### src/rtl/rlcs_pkg.sv
// Shared types and constants for the RGB LED chain serializer.
// Used by every module of the block; depends on nothing.
package rlcs_pkg;

	// Fixed widths of the item fields.
	localparam int IDX_W   = 7;
	localparam int COLOR_W = 8;
	localparam int RGB_W   = 3 * COLOR_W;
	localparam int GAP_W   = 12;
	localparam int BIT_W   = 5;
	localparam int UNIT_W  = 3;

	// Waveform timing, in time units.
	localparam logic [UNIT_W-1:0] UNITS_LAST      = 3'd4;
	localparam logic [UNIT_W-1:0] HIGH_UNITS_ONE  = 3'd4;
	localparam logic [UNIT_W-1:0] HIGH_UNITS_ZERO = 3'd1;
	localparam logic [BIT_W-1:0]  BIT_LAST        = 5'd23;
	localparam logic [GAP_W-1:0]  GAP_RESET_VALUE = 12'd1200;

	typedef enum logic [2:0] {
		OP_TICK    = 3'd0,
		OP_SET     = 3'd1,
		OP_FILL    = 3'd2,
		OP_ALL     = 3'd3,
		OP_REFRESH = 3'd4
	} opcode_t;

	typedef enum logic [2:0] {
		ST_IDLE,
		ST_FILL,
		ST_LOAD,
		ST_LATCH,
		ST_SEND,
		ST_GAP
	} state_t;

	// Write controls from the sequencer to the pixel buffer.
	typedef struct packed {
		logic wr;
		logic clear_all;
	} buf_cmd_t;

	// One result beat.
	typedef struct packed {
		logic level;
		logic busy;
		logic rej;
	} result_t;

endpackage

### src/rtl/rlcs_pixel_buf.sv
// Pixel buffer: one row of green, red, blue per pixel, with a valid bit per row.
// Rows that are not valid read as the last set-all value. Depends on rlcs_pkg.
module rlcs_pixel_buf #(
	parameter int MAX_PIXELS = 64,
	parameter int AW = 6
) (
	input  logic                          clk,
	input  logic                          arst_n,
	input  rlcs_pkg::buf_cmd_t            cmd,
	input  logic [AW-1:0]                 wr_addr,
	input  logic [rlcs_pkg::RGB_W-1:0]    wr_data,
	input  logic [rlcs_pkg::COLOR_W-1:0]  clear_byte,
	input  logic [AW-1:0]                 rd_addr,
	output logic [rlcs_pkg::RGB_W-1:0]    rd_data
);
	import rlcs_pkg::*;

	logic [RGB_W-1:0]   mem [MAX_PIXELS];
	logic [MAX_PIXELS-1:0] row_valid_q;
	logic [COLOR_W-1:0] default_byte_q;
	logic [RGB_W-1:0]   rd_data_q;

	// Row storage, written one row per cycle.
	always_ff @(posedge clk) begin
		if (cmd.wr) begin
			mem[wr_addr] <= wr_data;
		end
	end

	// Valid bits and the background value; a set-all drops every row back to it.
	always_ff @(posedge clk or negedge arst_n) begin
		if (!arst_n) begin
			row_valid_q    <= '0;
			default_byte_q <= '0;
		end else if (cmd.clear_all) begin
			row_valid_q    <= '0;
			default_byte_q <= clear_byte;
		end else if (cmd.wr) begin
			row_valid_q[wr_addr] <= 1'b1;
		end
	end

	// Registered read port.
	always_ff @(posedge clk) begin
		if (row_valid_q[rd_addr]) begin
			rd_data_q <= mem[rd_addr];
		end else begin
			rd_data_q <= {3{default_byte_q}};
		end
	end

	assign rd_data = rd_data_q;

endmodule

### src/rtl/rlcs_ctrl.sv
// Sequencer of the serializer: command decode, fill sweep, bit timing and latch gap.
// One row counter is shared by the fill sweep and the refresh. Depends on rlcs_pkg.
module rlcs_ctrl #(
	parameter int MAX_PIXELS = 64,
	parameter int AW = 6,
	parameter int CW = 7
) (
	input  logic                          clk,
	input  logic                          arst_n,
	input  logic                          in_valid,
	input  logic                          slot_free,
	input  logic [2:0]                    opcode,
	input  logic [rlcs_pkg::IDX_W-1:0]    pixel_index,
	input  logic [rlcs_pkg::COLOR_W-1:0]  red,
	input  logic [rlcs_pkg::COLOR_W-1:0]  green,
	input  logic [rlcs_pkg::COLOR_W-1:0]  blue,
	input  logic [rlcs_pkg::GAP_W-1:0]    reset_units,
	input  logic [rlcs_pkg::RGB_W-1:0]    rd_data,
	output logic                          in_ready,
	output logic                          accept,
	output rlcs_pkg::result_t             result,
	output rlcs_pkg::buf_cmd_t            buf_cmd,
	output logic [AW-1:0]                 wr_addr,
	output logic [rlcs_pkg::RGB_W-1:0]    wr_data,
	output logic [AW-1:0]                 rd_addr
);
	import rlcs_pkg::*;

	state_t            state_q, state_d;
	logic [CW-1:0]     row_q, count_q, row_nxt;
	logic [UNIT_W-1:0] unit_q;
	logic [BIT_W-1:0]  bit_q;
	logic [RGB_W-1:0]  shift_q;
	logic [RGB_W-1:0]  fill_rgb_q;
	logic [GAP_W-1:0]  gap_q;

	logic is_tick, busy_now, level_now, n_ok, n_zero, cmd_ok, gap_nz;
	logic idle_cmd, tick_send, bit_done, pixel_done, last_pixel, start_send;

	// Item decode.
	assign is_tick  = (opcode == OP_TICK);
	assign n_ok     = (32'(pixel_index) <= MAX_PIXELS);
	assign n_zero   = (pixel_index == '0);
	assign gap_nz   = (reset_units != '0);
	assign busy_now = state_q inside {ST_LOAD, ST_LATCH, ST_SEND, ST_GAP};
	assign idle_cmd = accept && !is_tick && (state_q == ST_IDLE) && cmd_ok;

	always_comb begin
		case (opcode_t'(opcode))
			OP_SET:     cmd_ok = n_ok && !n_zero;
			OP_FILL:    cmd_ok = n_ok;
			OP_ALL:     cmd_ok = 1'b1;
			OP_REFRESH: cmd_ok = n_ok;
			default:    cmd_ok = 1'b0;
		endcase
	end

	// Bit timing: level of the current unit and the end of bit and pixel.
	assign level_now  = (state_q == ST_SEND) &&
		(unit_q < (shift_q[RGB_W-1] ? HIGH_UNITS_ONE : HIGH_UNITS_ZERO));
	assign row_nxt    = row_q + CW'(1);
	assign tick_send  = accept && is_tick && (state_q == ST_SEND);
	assign bit_done   = tick_send && (unit_q == UNITS_LAST);
	assign pixel_done = bit_done && (bit_q == BIT_LAST);
	assign last_pixel = (row_nxt == count_q);
	assign start_send = idle_cmd && (opcode == OP_REFRESH) && !n_zero;

	// Next state.
	always_comb begin
		state_d = state_q;
		case (state_q)
			ST_IDLE: begin
				if (idle_cmd && (opcode == OP_FILL) && !n_zero) begin
					state_d = ST_FILL;
				end else if (idle_cmd && (opcode == OP_REFRESH)) begin
					if (!n_zero) begin
						state_d = ST_LOAD;
					end else if (gap_nz) begin
						state_d = ST_GAP;
					end
				end
			end
			ST_FILL: begin
				if (last_pixel) begin
					state_d = ST_IDLE;
				end
			end
			ST_LOAD:  state_d = ST_LATCH;
			ST_LATCH: state_d = ST_SEND;
			ST_SEND: begin
				if (pixel_done) begin
					if (!last_pixel) begin
						state_d = ST_LOAD;
					end else if (gap_nz) begin
						state_d = ST_GAP;
					end else begin
						state_d = ST_IDLE;
					end
				end
			end
			ST_GAP: begin
				if (accept && is_tick && (gap_q == GAP_W'(1))) begin
					state_d = ST_IDLE;
				end
			end
			default: state_d = ST_IDLE;
		endcase
	end

	// Handshake, result and buffer controls.
	always_comb begin
		in_ready = slot_free && (state_q inside {ST_IDLE, ST_SEND, ST_GAP});
		accept   = in_valid && in_ready;

		result.level = start_send || level_now;
		result.busy  = busy_now ||
			(idle_cmd && (opcode == OP_REFRESH) && (!n_zero || gap_nz));
		result.rej   = !is_tick && (busy_now || !cmd_ok);

		buf_cmd.wr        = (state_q == ST_FILL) || (idle_cmd && (opcode == OP_SET));
		buf_cmd.clear_all = idle_cmd && (opcode == OP_ALL);
		if (state_q == ST_FILL) begin
			wr_addr = row_q[AW-1:0];
			wr_data = fill_rgb_q;
		end else begin
			wr_addr = AW'(pixel_index - IDX_W'(1));
			wr_data = {green, red, blue};
		end
		rd_addr = row_q[AW-1:0];
	end

	always_ff @(posedge clk or negedge arst_n) begin
		if (!arst_n) begin
			state_q <= ST_IDLE;
			row_q   <= '0;
			count_q <= '0;
			unit_q  <= '0;
			bit_q   <= '0;
			gap_q   <= '0;
		end else begin
			state_q <= state_d;

			// Shared row counter: fill sweep and refresh walk over the same rows.
			if (idle_cmd && ((opcode == OP_FILL) || (opcode == OP_REFRESH))) begin
				row_q   <= '0;
				count_q <= CW'(pixel_index);
			end else if ((state_q == ST_FILL) || pixel_done) begin
				row_q <= row_nxt;
			end

			// Unit and bit position within the current pixel.
			if (state_q == ST_LATCH) begin
				unit_q <= '0;
				bit_q  <= '0;
			end else if (bit_done) begin
				unit_q <= '0;
				bit_q  <= bit_q + BIT_W'(1);
			end else if (tick_send) begin
				unit_q <= unit_q + UNIT_W'(1);
			end

			// Latch gap counter.
			if ((idle_cmd && (opcode == OP_REFRESH) && n_zero) ||
					(pixel_done && last_pixel)) begin
				gap_q <= reset_units;
			end else if (accept && is_tick && (state_q == ST_GAP)) begin
				gap_q <= gap_q - GAP_W'(1);
			end
		end
	end

	// Pixel shift register and held fill color.
	always_ff @(posedge clk) begin
		if (state_q == ST_LATCH) begin
			shift_q <= rd_data;
		end else if (bit_done) begin
			shift_q <= {shift_q[RGB_W-2:0], 1'b0};
		end
		if (idle_cmd && (opcode == OP_FILL)) begin
			fill_rgb_q <= {green, red, blue};
		end
	end

endmodule

### src/rtl/rgb_led_chain_serializer_unit.sv
// Top level of the RGB LED chain serializer: latch-gap register, result register,
// sequencer and pixel buffer. Depends on rlcs_pkg, rlcs_ctrl and rlcs_pixel_buf.
//
//   Channel  Signals                                            Direction
//   input    in_valid/in_ready, opcode, pixel_index, red,       into block
//            green, blue, fill_byte
//   result   out_valid/out_ready, line_level, busy_res,         out of block
//            rejected
//   config   cfg_we, cfg_wdata (reset_units)                    into block
//
// Every item gives one result beat, held in an output register while the next
// item is taken. A fill of N pixels writes N rows, one buffer row per cycle.
// Each pixel of a refresh (the first included) fetches its row from the buffer
// port through the load and latch states, during which no beat is taken.
// After reset the buffer reads as zero at once through its row valid bits.
// A stalled result only holds off the next input beat.
module rgb_led_chain_serializer_unit #(
	parameter int MAX_PIXELS = 64
) (
	input  logic                          clk,
	input  logic                          arst_n,
	input  logic                          in_valid,
	output logic                          in_ready,
	input  logic [2:0]                    opcode,
	input  logic [rlcs_pkg::IDX_W-1:0]    pixel_index,
	input  logic [rlcs_pkg::COLOR_W-1:0]  red,
	input  logic [rlcs_pkg::COLOR_W-1:0]  green,
	input  logic [rlcs_pkg::COLOR_W-1:0]  blue,
	input  logic [rlcs_pkg::COLOR_W-1:0]  fill_byte,
	output logic                          out_valid,
	input  logic                          out_ready,
	output logic                          line_level,
	output logic                          busy_res,
	output logic                          rejected,
	input  logic                          cfg_we,
	input  logic [rlcs_pkg::GAP_W-1:0]    cfg_wdata
);
	import rlcs_pkg::*;

	localparam int AW = (MAX_PIXELS > 1) ? $clog2(MAX_PIXELS) : 1;
	localparam int CW = $clog2(MAX_PIXELS + 1);

	logic [GAP_W-1:0] reset_units_q;
	logic             out_valid_q;
	result_t          result_q, result;
	logic             accept, slot_free;
	buf_cmd_t         buf_cmd;
	logic [AW-1:0]    wr_addr, rd_addr;
	logic [RGB_W-1:0] wr_data, rd_data;

	// Latch gap length register.
	always_ff @(posedge clk or negedge arst_n) begin
		if (!arst_n) begin
			reset_units_q <= GAP_RESET_VALUE;
		end else if (cfg_we) begin
			reset_units_q <= cfg_wdata;
		end
	end

	// Output register: filled by every accepted input beat.
	assign slot_free = !out_valid_q || out_ready;

	always_ff @(posedge clk or negedge arst_n) begin
		if (!arst_n) begin
			out_valid_q <= 1'b0;
		end else if (accept) begin
			out_valid_q <= 1'b1;
		end else if (out_ready) begin
			out_valid_q <= 1'b0;
		end
	end

	always_ff @(posedge clk) begin
		if (accept) begin
			result_q <= result;
		end
	end

	assign out_valid  = out_valid_q;
	assign line_level = result_q.level;
	assign busy_res   = result_q.busy;
	assign rejected   = result_q.rej;

	rlcs_ctrl #(
		.MAX_PIXELS (MAX_PIXELS),
		.AW         (AW),
		.CW         (CW)
	) u_ctrl (
		.clk         (clk),
		.arst_n      (arst_n),
		.in_valid    (in_valid),
		.slot_free   (slot_free),
		.opcode      (opcode),
		.pixel_index (pixel_index),
		.red         (red),
		.green       (green),
		.blue        (blue),
		.reset_units (reset_units_q),
		.rd_data     (rd_data),
		.in_ready    (in_ready),
		.accept      (accept),
		.result      (result),
		.buf_cmd     (buf_cmd),
		.wr_addr     (wr_addr),
		.wr_data     (wr_data),
		.rd_addr     (rd_addr)
	);

	rlcs_pixel_buf #(
		.MAX_PIXELS (MAX_PIXELS),
		.AW         (AW)
	) u_buf (
		.clk        (clk),
		.arst_n     (arst_n),
		.cmd        (buf_cmd),
		.wr_addr    (wr_addr),
		.wr_data    (wr_data),
		.clear_byte (fill_byte),
		.rd_addr    (rd_addr),
		.rd_data    (rd_data)
	);

endmodule
### config.mk
export PLATFORM = sky130hd
export DESIGN_NAME = rgb_led_chain_serializer_unit
export DESIGN_NICKNAME = d
export VERILOG_FILES = /design/src/rtl/rlcs_pkg.sv /design/src/rtl/rlcs_pixel_buf.sv /design/src/rtl/rlcs_ctrl.sv /design/src/rtl/rgb_led_chain_serializer_unit.sv
export SDC_FILE = /design/constraint.sdc
export NUM_CORES = 2
export LEC_CHECK = 0
export CAP_MARGIN = 25
export CELL_PAD_IN_SITES_DETAIL_PLACEMENT = 0
export CELL_PAD_IN_SITES_GLOBAL_PLACEMENT = 1
export CORE_ASPECT_RATIO = 1.2
export CORE_MARGIN = 2
export CORE_UTILIZATION = 50
export DETAILED_ROUTE_END_ITERATION = 12
export DONT_BUFFER_PORTS = 1
export PLACE_DENSITY_LB_ADDON = 0.2
export SLEW_MARGIN = 0
export SYNTH_ARGS = -nofsm -noshare
export SYNTH_HDL_FRONTEND = slang
export SYNTH_HIERARCHICAL = 1
export SYNTH_SLANG_ARGS = --single-unit
### constraint.sdc
create_clock -name clk -period 4.3 [get_ports clk]
set_clock_uncertainty 0.1 [all_clocks]
set_input_delay 0.43 -clock clk [delete_from_list [all_inputs] [get_ports clk]]
set_output_delay 0.43 -clock clk [all_outputs]
set_load 0.02 [all_outputs]
==> metrics <==
CTS tree=yes; Worst Setup SP=u_ctrl/row_q[0]; Primary FF master, synth=sky130_fd_sc_hd__edfxtp_1; antenna-violating nets left=0; Congestion Overflow GR=0; pin slew with the least headroom to its limit=1.08 ns; area share of the largest cell type after synthesis=69.7%; number of standard cells in the final layout excluding fillers=5,755; clock root cell=sky130_fd_sc_hd__clkbuf_16; TritonCTS sink count=1,733; post-layout power=52.2 mW; total global-route track usage=25.8%; RSZ-0062 raised after global routing=false; worst-skew pair later-pin latency=0.82 ns; pin count of the biggest net entering global routing=123; sequential fraction of the synthesis area=74.9%; leading cell type in the layout, fill and taps excluded=sky130_fd_sc_hd__edfxtp_1; Yosys warnings=6; gate count of the mapped netlist=3,523; CP Capture Point=u_buf/rd_data[13]; number of remaining DRC errors=0; commonest non-fill, non-tap cells in the layout=1,587 x sky130_fd_sc_hd__edfxtp_1, 284 x sky130_fd_sc_hd__mux4_2, 186 x sky130_fd_sc_hd__nor2_1, 183 x sky130_fd_sc_hd__nand2_1, 166 x sky130_fd_sc_hd__clkbuf_16; PortBufs=0; total core area=136,000 um2; Pre-antenna DRT Iters=5; number of synthesized flops with an enable pin=1,587; post-layout min period=3.72 ns; Max Buffers Root-to-Sink=3; Detailed Route Iter0 Violations=4,170; HPWL after DPL=108,000 um; cell taking the most area after synthesis=sky130_fd_sc_hd__edfxtp_1; initial antenna violation count=7; DIE HEIGHT=409 um; sum of negative setup slack=0 ns; cell area after technology mapping=68,300 um2; Req. time, crit path=4.89 ns; number of setup buffers added after CTS=0; Post-synth ARST share=7.04%; vias per cell=6.16; total via count in the routed design=35,436; wire length of the first global-routing pass=257,000 um; CP arrival=4.31 ns; max capacitance violation total=0; total count of max-transition violations in the final report=0; Syn-to-layout area delta=15.4%; depth of the most critical reg-to-reg path=7; Core Util, Final=58.2%; worst hold-check slack=0.0287 ns; Leakage Power=26.1 nW; pwr dens=661 nW/um2; CTS H-Tree Depth=4; total routed wirelength=178,000 um; top post-synthesis cells by area=sky130_fd_sc_hd__edfxtp_1 70%, sky130_fd_sc_hd__mux4_2 9.4%, sky130_fd_sc_hd__dfrtp_1 4.3%, sky130_fd_sc_hd__mux2_2 2.3%, sky130_fd_sc_hd__mux2i_1 2.1%; effective utilization at floorplan=50.4%; Worst Setup Start Kind=flop; Clock transition at path regs=0.07 ns; floorplan die area=140,000 um2; setup slack of the most critical reg-to-reg path=0.58 ns; CP Class=reg -> reg; Routability Congestion=0.894; outcome=completed; max frequency=269 MHz; Final Cycle Share=86.4%; classification of the worst-slack hold path=in -> reg; worst flop-to-flop path endpoint=u_buf/rd_data[13]; synthesized area per cell=19.4 um2; count of pins on the block boundary=64; count of endpoints failing setup in the final report=0; number of flip-flops and latches in the synthesized netlist=1,733; nets@finish=3,879; vias in the first global route=35,803; x dimension of the die=341 um; total of cells resized after clock tree synthesis=0; number of placed instances, taps included=5,359; Synthesized Nets=3,590; critical path fanouts, max=55; endpoint class of the critical path=flop; launch instance of the worst register-to-register path=u_ctrl/row_q[0]; Inserted Clock Buffers=166; worst slew margin relative to its limit=27.9%; row cnt=148; Synth cell types=79; count of endpoints failing hold in the final timing report=0; largest vdd supply drop=0.512 mV; wire length per cell after detailed routing=31.0 um; fraction of final layout cells sized beyond drive strength 1=26.9%
## Yosys cell counts, types with 8 or more instances
master,count
sky130_fd_sc_hd__a31oi_1,25
sky130_fd_sc_hd__a22oi_1,56
sky130_fd_sc_hd__a221o_1,24
sky130_fd_sc_hd__dfrtp_1,118
sky130_fd_sc_hd__clkbuf_1,74
sky130_fd_sc_hd__buf_1,11
sky130_fd_sc_hd__o41ai_1,24
sky130_fd_sc_hd__o21ai_0,12
sky130_fd_sc_hd__inv_1,11
sky130_fd_sc_hd__nor2b_1,33
sky130_fd_sc_hd__buf_2,43
sky130_fd_sc_hd__buf_4,33
sky130_fd_sc_hd__nand3_1,12
sky130_fd_sc_hd__ha_1,8
sky130_fd_sc_hd__a311oi_1,24
sky130_fd_sc_hd__nand2b_1,9
sky130_fd_sc_hd__a2111oi_0,21
sky130_fd_sc_hd__edfxtp_1,1587
sky130_fd_sc_hd__xnor2_1,16
sky130_fd_sc_hd__o22ai_1,49
sky130_fd_sc_hd__and3_1,27
sky130_fd_sc_hd__mux4_1,19
sky130_fd_sc_hd__xor2_1,17
sky130_fd_sc_hd__mux4_2,284
sky130_fd_sc_hd__mux2i_1,145
sky130_fd_sc_hd__nand4_1,9
sky130_fd_sc_hd__a211oi_1,50
sky130_fd_sc_hd__nor3_1,10
sky130_fd_sc_hd__dfxtp_1,24
sky130_fd_sc_hd__nand2_1,207
sky130_fd_sc_hd__nor2_1,252
sky130_fd_sc_hd__mux2_2,138
sky130_fd_sc_hd__a21oi_1,14
sky130_fd_sc_hd__mux2_4,18
sky130_fd_sc_hd__buf_6,21
## where the power goes
part | total (mW) | leakage [nW] | internal (mW) | switching, mW
registers | 21.3 | 16.1 | 20.6 | 0.646
logic | 16.2 | 7.30 | 6.09 | 10.1
clock network | 14.7 | 2.69 | 8.36 | 6.31
total | 52.2 | 26.1 | 35.1 | 17.1
## layout make-up
| type | instances | area, um2 |
|---|---|---|
| fillers | 9919 | 56700 |
| flip-flops and latches | 1733 | 51200 |
| multi-input cells | 1568 | 16000 |
| clock buffers | 204 | 4360 |
| repair buffers | 332 | 3930 |
| well taps | 1800 | 2250 |
| clock inverters | 104 | 1120 |
| inverters | 11 | 41.3 |
| diodes | 3 | 7.51 |
## cells by family after synthesis
| group | after synthesis | synth area share [%] |
|---|---|---|
| AND/OR/NAND/NOR | 597 | 3.85 |
| multiplexers | 605 | 14.9 |
| XOR/XNOR | 33 | 0.423 |
| buffers and inverters | 222 | 2.10 |
| adder cells (fa/ha/maj) | 9 | 0.161 |
| flip-flops | 1733 | 74.9 |
| AO/OA/AOI/OAI | 324 | 3.63 |
## registers in the layout (all words and copies together) (netlist names), 8 cells and up
name / count
u_buf/mem: 1536
u_buf/row_valid_q: 64
u_buf/rd_data: 24
u_ctrl/fill_rgb_q: 24
u_ctrl/shift_q: 24
reset_units_q: 12
u_ctrl/gap_q: 12
u_buf/default_byte_q: 8
## worst max-delay path: stages, from the launching register on
cell and delay [ns]:
sky130_fd_sc_hd__dfrtp_4 0.85, sky130_fd_sc_hd__buf_12 0.35, sky130_fd_sc_hd__buf_4 0.47, sky130_fd_sc_hd__mux2i_1 0.15, sky130_fd_sc_hd__a2111oi_1 0.98, sky130_fd_sc_hd__a211oi_1 0.15, sky130_fd_sc_hd__buf_4 0.22, sky130_fd_sc_hd__o41ai_1 0.30
## routing by layer
layer  vias up  GRT usage (%)  share of wire, %
met1     18850           35.3                40
met2      1414           42.2                50
met5         -              0            0.0073
met3       293           3.78               6.4
met4         2           9.90               3.8
li1      14877              -                 -
## worst min path at each step
stage | startpoint | end | cells after the start
CTS | green[2] | u_buf/mem[48][18] | 3
global placement | arst_n | reset_units_q[11] | 0
finish | red[1] | u_buf/mem[11][9] | 3
floorplan | arst_n | out_valid | 0
global route | green[2] | u_buf/mem[48][18] | 3
detailed placement | arst_n | reset_units_q[9] | 0
## through the flow
stage	area (um2)	setup WS, ns
global placement	72500	0.520
floorplan	68400	-0.0877
CTS	78800	0.585
global route	78900	0.513
detailed placement	72500	0.556
finish	78900	0.584
## timing repair
action,in CTS,in global routing
endpoints found under the setup margin,0,0
hold buffers,83,0
endpoints found under the hold margin,253,0
Note: power is estimated with default switching activity, not from simulation.
